<file path="config.mk">
export PLATFORM = sky130hd
export DESIGN_NAME = pclb_ram
export DESIGN_NICKNAME = d
export VERILOG_FILES = /design/src/hdl/pclb_ram.sv
export SDC_FILE = /design/constraint.sdc
export NUM_CORES = 1
export LEC_CHECK = 0
export BUFFER_PORTS_ARGS = -buffer_cell sky130_fd_sc_hd__buf_2
export CORE_MARGIN = 1.5
export CORE_UTILIZATION = 35
export DETAILED_ROUTE_END_ITERATION = 8
export SLEW_MARGIN = 10
export SYNTH_ARGS = -nofsm -noshare
export SYNTH_HDL_FRONTEND = slang
export SYNTH_SLANG_ARGS = --single-unit
</file>
<file path="constraint.sdc">
create_clock -name i_clk -period 2.6 [get_ports i_clk]
set_input_delay 0.65 -clock i_clk [delete_from_list [all_inputs] [get_ports i_clk]]
set_output_delay 0.65 -clock i_clk [all_outputs]
set_load 0.02 [all_outputs]
</file>
<file path="src/hdl/pclb_ram.sv">
module pclb_ram #(
    parameter int unsigned WIDTH = 8,
    parameter int unsigned DEPTH = 64
) (
    input  logic                     i_clk,
    input  logic                     i_we,
    input  logic [$clog2(DEPTH)-1:0] i_waddr,
    input  logic [WIDTH-1:0]         i_wdata,
    input  logic [$clog2(DEPTH)-1:0] i_raddr,
    output logic [WIDTH-1:0]         o_rdata
);

    logic [WIDTH-1:0] r_mem [DEPTH];
    logic [WIDTH-1:0] r_rdata;

    always_ff @(posedge i_clk) begin
        if (i_we) begin
            r_mem[i_waddr] <= i_wdata;
        end
        r_rdata <= r_mem[i_raddr];
    end

    assign o_rdata = r_rdata;

endmodule

</file>
==> metrics.txt, run 1 <==
status=complete, no violations; list of most frequent post-synthesis cells=edfxtp_1 (512), mux4_2 (126), nor2_1 (83), mux2i_1 (23), nand2_1 (19); Starting Density=0.3556; Min Hold Slack=440.4 ps; hold_sp=i_wdata[7]; largest net degree at the start of global routing=65; final WL=about 46 mm; Tmin final=~2300 ps; Max-Cap Viols=0; DIE HEIGHT=around 240 um; Max Freq=around 440 MHz; Worst setup EP type=flip-flop; VDD IR max=between 300 and 400 uV; Finished Core Util=0.4185; CTS H-tree lvls=2; Slew HR=0.2282; CTS Buf Count=52; Finished Cell Area=roughly 24,000 sq um; Via density=just over 5; CTS Hold Buffers Added=0; CTS sink count=520; CTS tree=built; cell count after synthesis=940; critical path required time=3050 ps; mean post-synth cell area=roughly 21 sq um; initial antenna violation count=3; FF-to-FF Start=r_mem[11][0]; port buffer count=29; row count=87; final cell count without fillers=approximately 1,900; final cycle utilization of the critical path=0.8805; Overall Global Routing Usage=0.1582; hold path cells=1; DR iter-0 viols=about 1,000; Clock Latency Late Sink=about 590 ps; CTS root buf=clkbuf_16; Post-CTS Setup Bufs=0; worst slew pin tran=1158 ps; fin nets=~1,100; drt wl/cell=approximately 24 um; Setup WS post-layout=between 300 and 400 ps; Resized cells post-CTS=0; RSZ-0062 raised after global routing=false; crit-path max FO=23; vias in the first global route=around 10,000; clock skew=about 17 ps; Hold Path Class=input port to flip-flop; Reg clk slew, reported paths=60 ps; Post-synth ARST share=0; antenna viol nets, final=0; GP Congestion=a little over 0.8; maximum root-to-sink buffer count=3; Pre-antenna DRT Iters=5; Seq cells post-synth=520; Crit Path Class=input port to flip-flop; r2r endpoint=o_rdata[0]; layout cells sized above 1=0.3345; Min-Delay Endpoint=r_mem[48][7]; dpl hpwl=slightly above 30 mm; top cell type's share of synthesized area=0.7624; via count=~9,900; register area share after synthesis=0.7703; number of flops mapped to enable cells by yosys=just over 500; first-pass GRT wire length=just under 70 mm; core area=roughly 57,000 sq um; final hold vios=0; top-count cell post-synth=edfxtp_1; YS warnings=0; Net Count, Synth=around 960; Synth area leaders=edfxtp_1 (76%), mux4_2 (14%), nor2_1 (1.5%); Final Max Slew Viols=0; FF-to-FF setup slack=~600 ps; Die ar.=~60,000 sq um; Place WS=-350.6 ps; crit path DAT=about 2700 ps; Top FF cell, synth=edfxtp_1; Final Setup Violations=0; Inst Count DP=around 1,800; PwrDens=slightly above 700 nW/um^2; GR Overflow Total=0; Post-Syn Area=between 20,000 and 25,000 sq um; R2R cell count=5; I/O Pins=30; Setup crit start kind=input port; DR DRC count=0; post-synthesis cell type with the largest combined area=edfxtp_1; leakage=between 7 and 8 nW; number of diodes=0; Area Overhead vs Synth=17.69%; Synth cell types=40; Die Width=roughly 240 um; placed cell area=~22,000 sq um
sequential cells by signal (all words and copies together) (netlist names):
register	count
r_mem	512
o_rdata	8
where the power goes:
part	total (mW)	switching (mW)	internal, mW
Sequential	9.31	0.0297	9.28
Clock	6.91	3.02	3.89
Combinational	0.943	0.556	0.387
Total	17.2	3.61	13.6
worst max-delay path: stages:
cell	delay, ps
clkbuf_8	280
buf_4	280
buf_4	340
mux2_2	390
a221oi_1	600
o2bb2ai_1	150
area by class of cell:
cell class,count,area [sq um]
clock buffer,68,1403
clock inverter,28,167.7
fill,4903,32980
multi-input combinational,369,4315
sequential,520,15530
tap,756,945.9
timing repair buffer,175,1368
cells in the final DEF (no fill, tap or decap), types with 3 or more instances in the layout:
master and count:
nor2b_1 14, nand2_1 19, clkinv_1 11, edfxtp_1 512
a221oi_1 6, buf_4 139, mux2_2 13, dfxtp_1 8
mux4_2 126, clkbuf_1 13, buf_2 26, a21oi_1 3
clkbuf_8 3, buf_12 9, clkinv_2 11, a211oi_1 4
nand3b_1 3, mux2i_1 23, a22oi_1 3, o22ai_1 8
o221ai_1 8, nor3_1 7, nand2b_1 7, nor2_1 83
nand3_1 13, o2111ai_1 3, clkbuf_16 53, o2bb2ai_1 3
metal layers:
metal	global-route usage	vias up	part of all wire	routed length, um
met5	0	-	0.00058	27
met1	0.2192	5272	0.44	20360
met4	0.05627	6	0.028	1277
met3	0.03295	77	0.061	2840
met2	0.2478	297	0.47	21830
li1	-	4290	-	-
cell families (layout without fill, tap and decap cells):
kind of cell	Yosys count	after routing	share of synthesized area
compound gates	54	54	0.02072
buf+inv	51	271	0.01570
flops	520	520	0.7703
mux	162	162	0.1594
simple gates	153	153	0.03387
worst max-delay path by stage:
stage | slack (ps) | end | start
after floorplan | 280 | o_rdata[3] | i_raddr[1]
after global placement | -370 | o_rdata[1] | i_raddr[0]
after detailed placement | -350 | o_rdata[1] | i_raddr[0]
after CTS | 290 | o_rdata[1] | i_raddr[0]
after global routing | 220 | o_rdata[4] | i_raddr[0]
final | 310 | o_rdata[1] | i_raddr[0]
metrics by stage:
| stage | power, mW | setup TNS [ps] |
|---|---|---|
| final | 17.16 | 0 |
| after global routing | 17.71 | 0 |
| after CTS | 17.35 | 0 |
| after detailed placement | 10.44 | -1603 |
| after global placement | 10.42 | -1551 |
| after floorplan | 9.984 | 0 |
Note: power is estimated with default switching activity, not from simulation.
==> inputs of run 2 (changes only) <==
==> constraint.sdc (replaced) <==
create_clock -name i_clk -period 2.5 [get_ports i_clk]
set_input_delay 0.625 -clock i_clk [delete_from_list [all_inputs] [get_ports i_clk]]
set_output_delay 0.625 -clock i_clk [all_outputs]
set_load 0.02 [all_outputs]
==> run 2 against run 1 <==
Against the previous run: worst setup slack worse by 220 ps; core utilization grew 0.77 points; power increased by 12%; final area up 1.8%; flip-flop and latch count unchanged; critical path depth increased by 1; non-clock buffer count up 4; count of clock-buffer cells in the layout down 13; register-to-register slack got worse by 160 ps; wire length is 1.5% lower; clock power grew 22%.
==> metrics.txt, run 2 (same netlist as run 1, synthesis figures left out) <==
Resized cells post-CTS=0; Hold Path Class=input port to flip-flop; Max-Cap Viols=0; crit-path max FO=21; Reg clk slew, reported paths=approximately 60 ps; Fin Setup TNS=0 ps; initial antenna violation count=4; DR iter-0 viols=~930; row count=87; Slew HR=0.4907; Die Width=roughly 240 um; PwrDens=792.0 nW/um^2; port buffer count=29; Critical-path top delay cell=a221oi_1; Multi-input gate area=4315 sq um; core area=roughly 57,000 sq um; largest net degree at the start of global routing=65; final hold vios=0; clock skew=approximately 6.3 ps; Die ar.=59,070 sq um; critical path, cell by cell=clkbuf_8, buf_12, buf_4, buf_4, mux2_2, a221oi_1, o2bb2ai_1; Max Freq=between 400 and 500 MHz; DIE HEIGHT=243.0 um; maximum root-to-sink buffer count=3; Tmin final=2412 ps; final cycle utilization of the critical path=0.9650; antenna viol nets, final=0; RSZ-0062 raised after global routing=false; final cell count without fillers=1,920; Via density=5.134; commonest cells after routing, fill and taps aside=edfxtp_1 (512), buf_4 (135), mux4_2 (126), nor2_1 (83), clkbuf_16 (53); Layout fillers=4,862; Register Area=roughly 16,000 sq um; first-pass GRT wire length=between 60 and 70 mm; GR Overflow Total=0; GP Congestion=about 0.80; crit-path most repeated cell=buf_4; CTS Buf Count=a little over 50; Largest Register=r_mem; DR DRC count=0; dpl hpwl=between 20 and 30 mm; Overall Global Routing Usage=0.1577; post-layout power=19.14 mW; Largest register FFs=a little over 500; CTS sink count=520; critical path required time=2950 ps; Area Overhead vs Synth=19.85%; family with the most delay on the worst path=buffers and inverters; final WL=45.65 mm; CTS root buf=clkbuf_16; Worst Path Buf+Inv=4; CP peak stage delay=~650 ps; drt wl/cell=around 24 um; I/O Pins=30; Setup crit start kind=input port; vias in the first global route=10,410; most common cell after layout, fill and taps aside=edfxtp_1; Crit Path Class=input port to flip-flop; VDD IR max=about 400 uV; status=complete, no violations; worst slew pin tran=around 760 ps; layout cells sized above 1=0.3474; Final Max Slew Viols=0; CTS H-tree lvls=2; via count=around 9,900; Starting Density=0.3556; Pre-antenna DRT Iters=5; Final Setup Violations=0; Clock Latency Late Sink=between 500 and 600 ps; fin nets=roughly 1,100; leakage=around 8 nW; Worst setup EP type=flip-flop; Post-CTS Setup Bufs=0; crit path DAT=roughly 2900 ps; Inst Count DP=1,824; CTS Hold Buffers Added=0; CTS tree=built
run 2: final timing paths:
check / from / end / slack, ps / depth (start not counted)
min: i_raddr[5] / o_rdata[0] / 440 / 3
max reg2reg: r_mem[45][0] / o_rdata[0] / 440 / 5
max: i_raddr[0] / o_rdata[1] / 90 / 7
min reg2reg: r_mem[31][6] / o_rdata[6] / 880 / 3
run 2: worst register-to-register path, stage by stage, from the launching register on:
cell and delay, ps:
edfxtp_1 360, mux4_2 460, mux2_2 300, a221oi_1 550, buf_4 220, o2bb2ai_1 60
run 2: report_power, final:
part	leakage (nW)	internal, mW	switching (mW)
clock network	0.916	5.20	3.26
registers	4.67	9.65	0.0332
logic	2.24	0.425	0.578
run 2: area by class of cell:
| cell class | instances | area share |
|---|---|---|
| antenna | 1 | 0.0001035 |
| clock buffer | 55 | 0.05518 |
| clock inverter | 40 | 0.02236 |
| multi-input combinational | 369 | 0.1785 |
| sequential | 520 | 0.6427 |
| tap | 756 | 0.03913 |
| timing repair buffer | 179 | 0.06196 |
run 2: routing by layer:
metal | track usage | part of all wire | vias to the layer above
li1 | - | - | 4299
met1 | 0.2172 | 0.43 | 5180
met2 | 0.2484 | 0.47 | 288
met3 | 0.03041 | 0.062 | 85
met4 | 0.06028 | 0.031 | 6
met5 | 0 | 0.00074 | -
run 2: metrics by stage:
stage | instance area [sq um] | setup slack (ps) | hold slack (ps) | utilization
floorplan | 20170 | 207.3 | 718.3 | -
global placement | 22290 | -557.3 | 869.3 | 0.3931
detailed placement | 22290 | -567.0 | 864.8 | 0.3931
CTS | 24170 | 82.33 | 405.9 | 0.4261
global route | 24170 | 5.660 | 444.0 | 0.4261
finish | 24170 | 87.58 | 439.6 | 0.4262
